## src/sv/assert_macros.svh

```systemverilog
// shared assertion macros for the nanosecond clock block
`ifndef ASSERT_MACROS_SVH
`define ASSERT_MACROS_SVH

// same-cycle implication, checked on every rising edge out of reset
`define MNCL_ASSERT_NOW(label, clk, rst_n, ante, cons) \
    label: assert property (@(posedge clk) disable iff (!rst_n) (ante) |-> (cons)) \
        else $error("mncl: same-cycle check failed");

// next-cycle implication, checked on every rising edge out of reset
`define MNCL_ASSERT_NEXT(label, clk, rst_n, ante, cons) \
    label: assert property (@(posedge clk) disable iff (!rst_n) (ante) |=> (cons)) \
        else $error("mncl: next-cycle check failed");

`endif

```

## src/sv/mncl_pkg.sv

```systemverilog
// ----------------------------------------------------------------------------
// mncl_pkg
// shared widths, constants, state and control types of the nanosecond clock
// ----------------------------------------------------------------------------
package mncl_pkg;

    localparam int WORD_W    = 64;
    localparam int HZ_W      = 34;
    localparam int RES_W     = 20;
    localparam int SCALE_W   = 30;
    localparam int CNT_W     = 6;
    localparam int CFG_IDX_W = 2;

    localparam logic [WORD_W-1:0]  NS_PER_S     = 64'd1000000000;
    localparam logic [WORD_W-1:0]  NS_PER_MS    = 64'd1000000;
    localparam logic [SCALE_W-1:0] SCALE_NS     = 30'd1000000000;
    localparam logic [SCALE_W-1:0] RES_CAP_WIDE = 30'd1000000;
    localparam logic [RES_W-1:0]   RES_CAP      = 20'd1000000;
    localparam logic [RES_W-1:0]   RES_FLOOR    = 20'd1;

    localparam logic [CNT_W-1:0] DIV_LAST  = CNT_W'(WORD_W - 1);
    localparam logic [CNT_W-1:0] FRAC_LAST = CNT_W'(SCALE_W - 1);

    localparam logic [CFG_IDX_W-1:0] CFG_HZ   = 2'd0;
    localparam logic [CFG_IDX_W-1:0] CFG_BASE = 2'd1;

    typedef enum logic [1:0] {
        S_IDLE,
        S_DIV,
        S_FRAC,
        S_DONE
    } mncl_state_t;

    // per-unit control from the sequencer
    typedef struct packed {
        logic load;
        logic step;
        logic tick;
    } mncl_step_t;

endpackage

```

## src/sv/mncl_long_div.sv

```systemverilog
// ----------------------------------------------------------------------------
// mncl_long_div
// bit-serial divider: whole seconds scaled to ns, or ms ticks scaled to ns
// ----------------------------------------------------------------------------
module mncl_long_div
    import mncl_pkg::*;
(
    input  logic              clk,
    input  mncl_step_t        ctrl,
    input  logic [WORD_W-1:0] dividend,
    input  logic [HZ_W-1:0]   divisor,
    output logic [WORD_W-1:0] acc,
    output logic [HZ_W-1:0]   rem
);

    logic [WORD_W-1:0] shift_reg, shift_next;
    logic [HZ_W-1:0]   rem_reg, rem_next;
    logic [WORD_W-1:0] acc_reg, acc_next;

    logic            top_bit;
    logic [HZ_W:0]   trial;
    logic [HZ_W:0]   trial_sub;
    logic            ge;
    logic            qbit;
    logic [WORD_W-1:0] addend;

    always_comb
    begin
        top_bit   = shift_reg[WORD_W-1];
        trial     = {rem_reg, top_bit};
        trial_sub = trial - {1'b0, divisor};
        ge        = (trial >= {1'b0, divisor});
        // in tick mode the reading bits themselves drive the scaling
        qbit      = ctrl.tick ? top_bit : ge;
        addend    = ctrl.tick ? NS_PER_MS : NS_PER_S;

        shift_next = shift_reg;
        rem_next   = rem_reg;
        acc_next   = acc_reg;
        if (ctrl.load)
        begin
            shift_next = dividend;
            rem_next   = '0;
            acc_next   = '0;
        end
        else if (ctrl.step)
        begin
            shift_next = {shift_reg[WORD_W-2:0], 1'b0};
            rem_next   = ge ? trial_sub[HZ_W-1:0] : trial[HZ_W-1:0];
            acc_next   = {acc_reg[WORD_W-2:0], 1'b0} + (qbit ? addend : '0);
        end
    end

    always_ff @(posedge clk)
    begin
        shift_reg <= shift_next;
        rem_reg   <= rem_next;
        acc_reg   <= acc_next;
    end

    assign acc = acc_reg;
    assign rem = rem_reg;

endmodule

```

## src/sv/mncl_frac.sv

```systemverilog
// ----------------------------------------------------------------------------
// mncl_frac
// bit-serial scaled fraction (rem * 1e9 / hz) and step size (1e9 / hz)
// ----------------------------------------------------------------------------
module mncl_frac
    import mncl_pkg::*;
(
    input  logic               clk,
    input  mncl_step_t         ctrl,
    input  logic [HZ_W-1:0]    part,
    input  logic [HZ_W-1:0]    divisor,
    output logic [SCALE_W-1:0] frac,
    output logic [SCALE_W-1:0] res_q
);

    logic [SCALE_W-1:0] scale_reg, scale_next;
    logic [SCALE_W-1:0] fq_reg, fq_next;
    logic [HZ_W-1:0]    fr_reg, fr_next;
    logic [SCALE_W-1:0] rq_reg, rq_next;
    logic [HZ_W-1:0]    rr_reg, rr_next;

    logic              sbit;
    logic [HZ_W+1:0]   t;
    logic [HZ_W+1:0]   d1;
    logic [HZ_W+1:0]   d2;
    logic [HZ_W+1:0]   t_sub;
    logic [1:0]        k;
    logic [HZ_W:0]     rt;
    logic [HZ_W:0]     rt_sub;
    logic              rge;

    always_comb
    begin
        sbit = scale_reg[SCALE_W-1];
        // value = 2 * value + bit * part, kept as quotient and remainder
        t    = {1'b0, fr_reg, 1'b0} + (sbit ? {2'b00, part} : '0);
        d1   = {2'b00, divisor};
        d2   = {1'b0, divisor, 1'b0};
        if (t >= d2)
        begin
            t_sub = t - d2;
            k     = 2'd2;
        end
        else if (t >= d1)
        begin
            t_sub = t - d1;
            k     = 2'd1;
        end
        else
        begin
            t_sub = t;
            k     = 2'd0;
        end

        // step size: same recurrence with a unit multiplicand
        rt     = {rr_reg, sbit};
        rt_sub = rt - {1'b0, divisor};
        rge    = (rt >= {1'b0, divisor});

        scale_next = scale_reg;
        fq_next    = fq_reg;
        fr_next    = fr_reg;
        rq_next    = rq_reg;
        rr_next    = rr_reg;
        if (ctrl.load)
        begin
            scale_next = SCALE_NS;
            fq_next    = '0;
            fr_next    = '0;
            rq_next    = '0;
            rr_next    = '0;
        end
        // the fraction unit idles in tick mode
        else if (ctrl.step && !ctrl.tick)
        begin
            scale_next = {scale_reg[SCALE_W-2:0], 1'b0};
            fq_next    = {fq_reg[SCALE_W-2:0], 1'b0} + {{(SCALE_W-2){1'b0}}, k};
            fr_next    = t_sub[HZ_W-1:0];
            rq_next    = {rq_reg[SCALE_W-2:0], rge};
            rr_next    = rge ? rt_sub[HZ_W-1:0] : rt[HZ_W-1:0];
        end
    end

    always_ff @(posedge clk)
    begin
        scale_reg <= scale_next;
        fq_reg    <= fq_next;
        fr_reg    <= fr_next;
        rq_reg    <= rq_next;
        rr_reg    <= rr_next;
    end

    assign frac  = fq_reg;
    assign res_q = rq_reg;

endmodule

```

## src/sv/monotonic_ns_clock_core.sv

```systemverilog
// ----------------------------------------------------------------------------
// monotonic_ns_clock_core
// Turns raw counter readings into a monotonic nanosecond clock. Each word in
// is one reading; each word out carries now_ns, held_back and resolution_ns.
// With counter_hz nonzero the reading less counter_base (mod 2^64) is split
// into whole seconds and a remainder by a one-bit-per-cycle divider, then
// the remainder is scaled by 1e9 and divided by counter_hz in a second
// serial unit (one bit of 1e9 per cycle), which also produces the step size
// 1e9 / counter_hz. In millisecond tick mode (counter_hz zero) the reading
// is scaled by 1e6 through the first unit alone. The output register lets
// the next reading be taken while a result waits; a result that would not
// move past the last value returned is held back and flagged instead.
// Configuration writes are taken at any time but are only meant while the
// block is idle.
// ----------------------------------------------------------------------------
`include "assert_macros.svh"

module monotonic_ns_clock_core
    import mncl_pkg::*;
(
    input  logic                 clk,
    input  logic                 rst_n,

    // configuration write port
    input  logic                 cfg_we,
    input  logic [CFG_IDX_W-1:0] cfg_index,
    input  logic [WORD_W-1:0]    cfg_data,

    // reading in
    input  logic                 in_valid,
    output logic                 in_ready,
    input  logic [WORD_W-1:0]    reading,

    // time word out
    output logic                 out_valid,
    input  logic                 out_ready,
    output logic [WORD_W-1:0]    now_ns,
    output logic                 held_back,
    output logic [RES_W-1:0]     resolution_ns
);

    // configuration registers
    logic [HZ_W-1:0]   hz_reg;
    logic [WORD_W-1:0] base_reg;

    // sequencer
    mncl_state_t       state_reg, state_next;
    logic [CNT_W-1:0]  cnt_reg, cnt_next;

    // monotonic state
    logic [WORD_W-1:0] last_reg, last_next;

    // output register
    logic              out_valid_reg, out_valid_next;
    logic [WORD_W-1:0] now_reg;
    logic              held_reg;
    logic [RES_W-1:0]  res_reg;

    mncl_step_t        div_ctrl;
    mncl_step_t        frac_ctrl;
    logic              tick_mode;
    logic              accept;
    logic              out_free;
    logic              out_load;

    logic [WORD_W-1:0]  dividend;
    logic [WORD_W-1:0]  whole_ns;
    logic [HZ_W-1:0]    part;
    logic [SCALE_W-1:0] frac;
    logic [SCALE_W-1:0] res_q;

    logic [WORD_W-1:0] fresh;
    logic [WORD_W-1:0] diff;
    logic              ahead;
    logic [RES_W-1:0]  res_val;

    // zero frequency selects millisecond ticks
    assign tick_mode = (hz_reg == '0);
    assign accept    = in_valid && in_ready;
    assign out_free  = !out_valid_reg || out_ready;

    // --------------------------------------------------------------------
    // configuration decode
    // --------------------------------------------------------------------
    always_ff @(posedge clk or negedge rst_n)
    begin
        if (!rst_n)
        begin
            hz_reg   <= '0;
            base_reg <= '0;
        end
        else if (cfg_we)
        begin
            unique case (cfg_index)
                CFG_HZ:   hz_reg   <= cfg_data[HZ_W-1:0];
                CFG_BASE: base_reg <= cfg_data;
                default:  ;
            endcase
        end
    end

    // counter mode works on the offset from the start value
    assign dividend = tick_mode ? reading : (reading - base_reg);

    // --------------------------------------------------------------------
    // serial units
    // --------------------------------------------------------------------
    mncl_long_div u_long_div
    (
        .clk      (clk),
        .ctrl     (div_ctrl),
        .dividend (dividend),
        .divisor  (hz_reg),
        .acc      (whole_ns),
        .rem      (part)
    );

    mncl_frac u_frac
    (
        .clk     (clk),
        .ctrl    (frac_ctrl),
        .part    (part),
        .divisor (hz_reg),
        .frac    (frac),
        .res_q   (res_q)
    );

    // --------------------------------------------------------------------
    // sequencer
    // --------------------------------------------------------------------
    always_ff @(posedge clk or negedge rst_n)
    begin
        if (!rst_n)
        begin
            state_reg <= S_IDLE;
            cnt_reg   <= '0;
        end
        else
        begin
            state_reg <= state_next;
            cnt_reg   <= cnt_next;
        end
    end

    always_comb
    begin
        state_next     = state_reg;
        cnt_next       = cnt_reg;
        in_ready       = 1'b0;
        out_load       = 1'b0;
        div_ctrl.load  = 1'b0;
        div_ctrl.step  = 1'b0;
        div_ctrl.tick  = tick_mode;
        frac_ctrl.load = 1'b0;
        frac_ctrl.step = 1'b0;
        frac_ctrl.tick = tick_mode;

        unique case (state_reg)
            S_IDLE:
            begin
                // a waiting result does not block the next reading
                in_ready = 1'b1;
                if (in_valid)
                begin
                    div_ctrl.load  = 1'b1;
                    frac_ctrl.load = 1'b1;
                    cnt_next       = '0;
                    state_next     = S_DIV;
                end
            end
            S_DIV:
            begin
                div_ctrl.step = 1'b1;
                if (cnt_reg == DIV_LAST)
                begin
                    cnt_next   = '0;
                    state_next = tick_mode ? S_DONE : S_FRAC;
                end
                else
                begin
                    cnt_next = cnt_reg + 1'b1;
                end
            end
            S_FRAC:
            begin
                frac_ctrl.step = 1'b1;
                if (cnt_reg == FRAC_LAST)
                begin
                    cnt_next   = '0;
                    state_next = S_DONE;
                end
                else
                begin
                    cnt_next = cnt_reg + 1'b1;
                end
            end
            S_DONE:
            begin
                // wait here until the output register is free
                if (out_free)
                begin
                    out_load   = 1'b1;
                    state_next = S_IDLE;
                end
            end
            default:
            begin
                state_next = S_IDLE;
            end
        endcase
    end

    // --------------------------------------------------------------------
    // result assembly and monotonic clamp
    // --------------------------------------------------------------------
    always_comb
    begin
        fresh = whole_ns + (tick_mode ? '0 : {{(WORD_W-SCALE_W){1'b0}}, frac});
        diff  = fresh - last_reg;
        // strictly ahead as a signed 64-bit difference
        ahead = (diff != '0) && !diff[WORD_W-1];

        if (tick_mode)
            res_val = RES_CAP;
        else if (res_q == '0)
            res_val = RES_FLOOR;
        else if (res_q > RES_CAP_WIDE)
            res_val = RES_CAP;
        else
            res_val = res_q[RES_W-1:0];

        last_next = last_reg;
        if (out_load && ahead)
            last_next = fresh;

        out_valid_next = out_valid_reg;
        if (out_load)
            out_valid_next = 1'b1;
        else if (out_ready)
            out_valid_next = 1'b0;
    end

    always_ff @(posedge clk or negedge rst_n)
    begin
        if (!rst_n)
        begin
            last_reg      <= '0;
            out_valid_reg <= 1'b0;
        end
        else
        begin
            last_reg      <= last_next;
            out_valid_reg <= out_valid_next;
        end
    end

    always_ff @(posedge clk)
    begin
        if (out_load)
        begin
            now_reg  <= ahead ? fresh : last_reg;
            held_reg <= !ahead;
            res_reg  <= res_val;
        end
    end

    assign out_valid     = out_valid_reg;
    assign now_ns        = now_reg;
    assign held_back     = held_reg;
    assign resolution_ns = res_reg;

    // --------------------------------------------------------------------
    // checks
    // --------------------------------------------------------------------
    // the last value only moves when a result is handed to the output
    `MNCL_ASSERT_NEXT(a_last_only_on_done, clk, rst_n, state_reg != S_DONE, $stable(last_reg))
    // a waiting word always shows the stored last value
    `MNCL_ASSERT_NOW(a_out_is_last, clk, rst_n, out_valid_reg, now_reg == last_reg)
    // tick mode skips the fraction unit
    `MNCL_ASSERT_NOW(a_frac_counter_only, clk, rst_n, state_reg == S_FRAC, !tick_mode)
    // an accepted reading starts the divider
    `MNCL_ASSERT_NEXT(a_accept_starts, clk, rst_n, accept, state_reg == S_DIV && cnt_reg == '0)

endmodule
```

## config.mk

```make
export PLATFORM = sky130hd
export DESIGN_NAME = monotonic_ns_clock_core
export DESIGN_NICKNAME = d
export VERILOG_FILES = /design/src/sv/mncl_pkg.sv /design/src/sv/mncl_long_div.sv /design/src/sv/mncl_frac.sv /design/src/sv/monotonic_ns_clock_core.sv
export VERILOG_INCLUDE_DIRS = /design/src /design/src/sv
export SDC_FILE = /design/constraint.sdc
export NUM_CORES = 2
export LEC_CHECK = 0
export BUFFER_PORTS_ARGS = -buffer_cell sky130_fd_sc_hd__buf_2
export CAP_MARGIN = 10
export CORE_ASPECT_RATIO = 1.5
export CORE_MARGIN = 5
export CORE_UTILIZATION = 55
export DETAILED_ROUTE_END_ITERATION = 6
export GPL_ROUTABILITY_DRIVEN = 0
export PLACE_DENSITY_LB_ADDON = 0.12
export SLEW_MARGIN = 20
export SYNTH_ARGS = -nofsm -noshare
export SYNTH_HDL_FRONTEND = slang
export SYNTH_HIERARCHICAL = 1
export SYNTH_SLANG_ARGS = --single-unit
```

## constraint.sdc

```tcl
create_clock -name clk -period 20.1 [get_ports clk]
set_input_delay 1.005 -clock clk [delete_from_list [all_inputs] [get_ports clk]]
set_output_delay 1.005 -clock clk [all_outputs]
set_load 0.01 [all_outputs]
```

======== After elaboration in Yosys (flattened, before gate mapping) ========
Index checks and enable logic that the tools add are counted.
word-level totals
  bits in registers ....................... 567
  word-level logic and storage cells ...... 101
  input bits .............................. 135
cells by class
  eq/ne operators ......................... 10
  $lt $le $gt $ge ......................... 5
  multiplexer cells ....................... 36
  reduce and logical (&&, ||, !) cells .... 21
  add/subtract/negate cells ............... 11
operator list
  operator                                              number
  2-to-1 mux 64 bit                                     5
  2-to-1 mux 34 bit                                     5
  subtractor 34 bit                                     4
  subtractor 64 bit                                     2
  greater-or-equal comparator 35 x 34 -> 1 bit          2
  adder 64 x 30 -> 64 bit                               1
  adder 64 bit                                          1
  nonzero test 64 bit                                   1
  2-to-1 mux 30 bit                                     2
  2-to-1 mux 20 bit                                     2
  adder 35 x 34 -> 36 bit                               1
  greater-or-equal comparator 36 x 34 -> 1 bit          1
  greater-or-equal comparator 36 x 35 -> 1 bit          1
  zero test 34 bit                                      1
  adder 30 x 2 -> 30 bit                                1
  > comparator 30 x 20 -> 1 bit, second input constant  1
  zero test 30 bit                                      1
  2-to-1 mux 6 bit                                      3
  one-hot mux 6 bit (3 select lines)                    1
  2-to-1 mux 1 bit                                      12
  2-to-1 mux 2 bit                                      5
  != test 2 bit, second input constant                  4
  one-hot mux 2 bit (4 select lines)                    1
  adder 6 x 1 -> 6 bit, second input constant           1
  13 further kinds                                      24

======== Depth between registers and ports, before layout ========
  word-level depth ........................ 7
  mapped depth ............................ 38
  gate-level depth less buffers ........... 33

======== Hierarchy ========
The synthesis kept the hierarchy.
modules (own cells, without submodules)
  module                   area each (um^2)  cells each  sequential area each (um^2)  instances
  monotonic_ns_clock_core  21,784.6          2,371       6,831.6                      1
  mncl_frac                13,640.6          1,817       2,982.9                      1
  mncl_long_div            9,686.8           1,068       3,763.6                      1

======== Worst setup path after synthesis ========
OpenSTA, ideal clock, no wires.
  path type ............................... reg-to-reg
  start ................................... register hz_reg[1]
  end ..................................... register now_reg[10], in the netlist now_ns[10], data pin
  period minus slack after synthesis ...... 7,939 ps
  cell stages (with the launch flop) ...... 36
  required time ........................... 19,840 ps
  buffers on the path ..................... 5
  arrival time ............................ 7,678 ps
  setup slack ............................. 12,161 ps
  cells stage by stage .................... dfrtp_1 nor4_1 nand4_1 nor3_1 clkbuf_1 clkbuf_1 nor2b_1 ha_1 a21o_1 a21o_1 a21oi_1 nor2_1 a211oi_1 o21ai_0 a221o_1 a21o_1 a21o_1 a31oi_1 nor3_1 a211o_1 ha_1 buf_2 a21oi_1 o21a_1 o221ai_1 o21a_1 or3_1 a2111oi_2 o2111ai_1 or4_1 nor4_1 and4_1 buf_4 nor2_4 buf_6 mux2_4
between the ends
  cells in the longest elaborated chain, start to end .. 7
  elaborated cells between the ends (all ways) .. 8
  those cells by class .................... 2 x add/sub; 2 x mux; 4 x reduce/logical
ends and longest elaborated chain
  element                                                 line                            RTL
  from (decl)                                             monotonic_ns_clock_core.sv:43   logic [HZ_W-1:0] hz_reg;
  from (signal assigned)                                  monotonic_ns_clock_core.sv:95   CFG_HZ: hz_reg <= cfg_data[HZ_W-1:0];
  zero test 34 bit (*)                                    monotonic_ns_clock_core.sv:78   assign tick_mode = (hz_reg == '0);
  2-to-1 mux 30 bit (*)                                   monotonic_ns_clock_core.sv:218  fresh = whole_ns + (tick_mode ? '0 : {{(WORD_W-SCALE_W){1'b0}}, frac});
  adder 64 x 30 -> 64 bit (*)                             monotonic_ns_clock_core.sv:218
  named net fresh[28]                                     monotonic_ns_clock_core.sv:72   logic [WORD_W-1:0] fresh;
  subtractor 64 bit (*)                                   monotonic_ns_clock_core.sv:219  diff = fresh - last_reg;
  nonzero test 64 bit or zero test 1 bit (tied branches)  monotonic_ns_clock_core.sv:221  ahead = (diff != '0) && !diff[WORD_W-1];
  logical AND 1 bit (*)                                   monotonic_ns_clock_core.sv:221
  2-to-1 mux 64 bit (*)                                   monotonic_ns_clock_core.sv:261  now_reg <= ahead ? fresh : last_reg;
  to (signal assigned)                                    monotonic_ns_clock_core.sv:261
  to (decl)                                               monotonic_ns_clock_core.sv:55   logic [WORD_W-1:0] now_reg;
Mark *: on every way through the listed nets, which the timed path passes. The rest lies on a longest branch.
A chain may end at the register's enable or synchronous reset.

======== Final worst setup path ========
  start ................................... register hz_reg[31]
  end ..................................... register now_reg[8], in the netlist now_ns[8], data pin
The elaborated chain is that of the path after synthesis.

==> out/metrics.csv <==
stage;metric;value;unit
layout;most-common-layout-cells;nand2_1 (531), a21oi_1 (406), ha_1 (340);
cts;clock_insertion_delay_worst_skew;0.64;ns
cts;clockRootBuffer;clkbuf_16;
cts;cts_tree;built;
route;drt_pre_antenna_iters;6;
cts;cts.repair.resized;0;
synth;syn_avg_cell_area;8.58;sq um
route;dr.first_iter.drc_count;2875;
floorplanning;die-area;88000;sq um
cts;htree_num_levels;2;
sta;setup_repair_after_global_routing_missed_its_margin;no;
global_routing;grt.met2_usage;0.531;
cts;tritoncts_num_sinks;561;
route;ant_nets;0;
cts;clk_path_buf_depth;3;
sta;timing.final.hold_violations;0;
critical_path;worstPathMaxFanout;50;
synth;synth_area_leader_cell;dfxtp_1;
synth;synth_warnings;6;
sta;final_min_period_over_clock_period;0.510;
global_routing;global_route_wire_length_before_repair;212000;microns
synth;most_frequently_used_flop_master_after_synthesis;dfxtp_1;
global_routing;antenna_found_initial;11;
hold_path;hold_class;primary input to asynchronous set/reset pin;
layout;sequential_cell_area;13600;sq um
sta;setup_total_negative_slack;0;ns
run;max_cap_viol;0;
critical_path;worst-endpoint-required;20.50;ns
floorplanning;io_pins;222;
floorplanning;coreArea;81400;sq um
global_routing;global_route.usage.met3;0.0477;
sta;fin_crit;10.24;ns
route;route.detailed.vias_per_inst;6.22;
critical_path;element_type_at_the_critical_path_end;register;
cts;cts.reportedPaths.clkPinSlew;0.07;ns
floorplanning;fp.dieH;361;microns
cts;cts-hold-fix-buffers;0;
route;avgRoutedWirePerCell;21.4;microns
sta;slew_headroom;0.225;
global_routing;grt_pass1_vias;39000;
sta;fin_worst_skew;0.0168;ns
global_routing;overflow;0;
critical_path;timing.critical_path.slowest_stage_cell;nor4_1;
global_routing;met1_usage;0.311;
layout;most_common_cell_after_layout_fill_and_taps_aside;nand2_1;
sta;worst_slew_pin_slew;1.13;ns
sta;final-max-slew-violation-count;0;
route;drt_wl_total;138000;microns
floorplanning;die_width;244;microns
sta;hold_slack;0.342;ns
route;via_count;40000;
place;placedCellCount;6319;
cts;post_cts.repair.setup_buffers;0;
critical_path;cpPeakStageDelay;0.62;ns
floorplanning;row_count;128;
layout;nFillCells;7323;
synth;yosys.cell_types.count;111;
sta;max_freq;0.0976;GHz
cts;cts_buf_count;58;
synth;synthesized_instance_count;5256;
floorplanning;initial_core_util;0.554;
critical_path;worstSetupPathType;register to register;
sta;setup_viol;0;
place;post-dp-hpwl;104000;microns
layout;fin_nets;5824;
place;io_buffers;221;
critical_path;timing.critical_path.arrival;10.64;ns
global_routing;grt_start_max_net_pins;84;
synth;synth_area_leaders;dfxtp_1 (11%), edfxtp_1 (9.9%), dfrtp_1 (9.5%);
layout;multi_input_area;29300;sq um
global_routing;gr-max-usage-layer;met2;
synth;synth_largest_type_area_fraction;0.107;
synth;synth_seq_area_share;0.301;
layout;drive_gt1_frac;0.134;
synth;synth-async-reset-ratio;0.305;
global_routing;grt.total_usage;0.298;
route;drt_drc_violations_left;0;
critical_path;setup.worst_path.start_class;register;
synth;ys_ff_latch;561;
status;outcome;complete, no violations;
synth;synth_edf_count;149;
layout;final_cell_count_no_fill;6431;
layout;area_growth;7.99;%
synth;netlist_area;45100;sq um
final timing paths:
path	from	depth (start not counted)	slack (ns)	end
setup reg to reg	hz_reg[31]	33	9.86	now_ns[8]
setup / recovery	hz_reg[31]	33	9.86	now_ns[8]
hold / removal	rst_n	1	0.34	last_reg[49]
min in group clk	u_frac/scale_reg[11]	2	0.44	u_frac/scale_reg[12]
hold reg to reg	u_frac/scale_reg[11]	2	0.44	u_frac/scale_reg[12]
max in group asynchronous	rst_n	3	17.79	base_reg[58]
metrics by stage:
stage          setup WS [ns]  utilization  cell area [sq um]
6_report                9.86        0.599              48700
4_1_cts                10.12        0.598              48700
2_1_floorplan          12.16            -              45100
5_1_grt                 9.39        0.599              48700
3_5_place_dp           10.17        0.575              46800
3_3_place_gp           10.16        0.575              46800
cells by family (layout without fill, tap and decap cells):
kind of cell	Yosys count	count (layout)	synth area share
simple gates	1548	1548	0.164
compound gates	1516	1516	0.219
buf+inv	570	695	0.0515
flops	561	561	0.301
mux	355	355	0.0967
xor+xnor	354	354	0.0689
fa+ha+maj	351	351	0.0986
other cells	1	11	0.0000831
worst max-delay path: cells and delay by family (launching register included):
| family | cells | cell delay, ns |
|---|---|---|
| AO/OA/AOI/OAI | 13 | 3.80 |
| AND/OR/NAND/NOR | 14 | 3.40 |
| adder cells (fa/ha/maj) | 2 | 0.84 |
| buffers and inverters | 2 | 0.75 |
| multiplexers | 1 | 0.43 |
| flip-flops | 1 | 0.42 |
| XOR/XNOR | 1 | 0.19 |
layer usage:
metal / vias to the layer above / share of wire
li1: 19300 / -
met1: 18800 / 0.36
met2: 1356 / 0.49
met3: 547 / 0.053
met4: 14 / 0.095
met5: - / 0.00058
synth_stat cells, drive strengths merged (85+ instances only):
cell    number
nand2      531
a21oi      411
ha         341
o21ai      339
inv        333
nor2       332
mux2       296
dfxtp      241
xnor2      213
clkbuf     182
dfrtp      171
edfxtp     149
a21o       144
xor2       141
nand3      135
a211oi     105
nor3        88
nand4       85
layout make-up:
type | instances | area share
antenna | 5 | 0.000257
clock buffer | 76 | 0.0337
clock inverter | 30 | 0.00493
inverter | 333 | 0.0257
multi-input combinational | 4130 | 0.601
sequential | 561 | 0.279
tap | 1040 | 0.0267
timing repair buffer | 256 | 0.0287
Power is left out: the tool's default activity adds up to more than one toggle a clock period on the data nets, which glitch-free logic cannot reach.
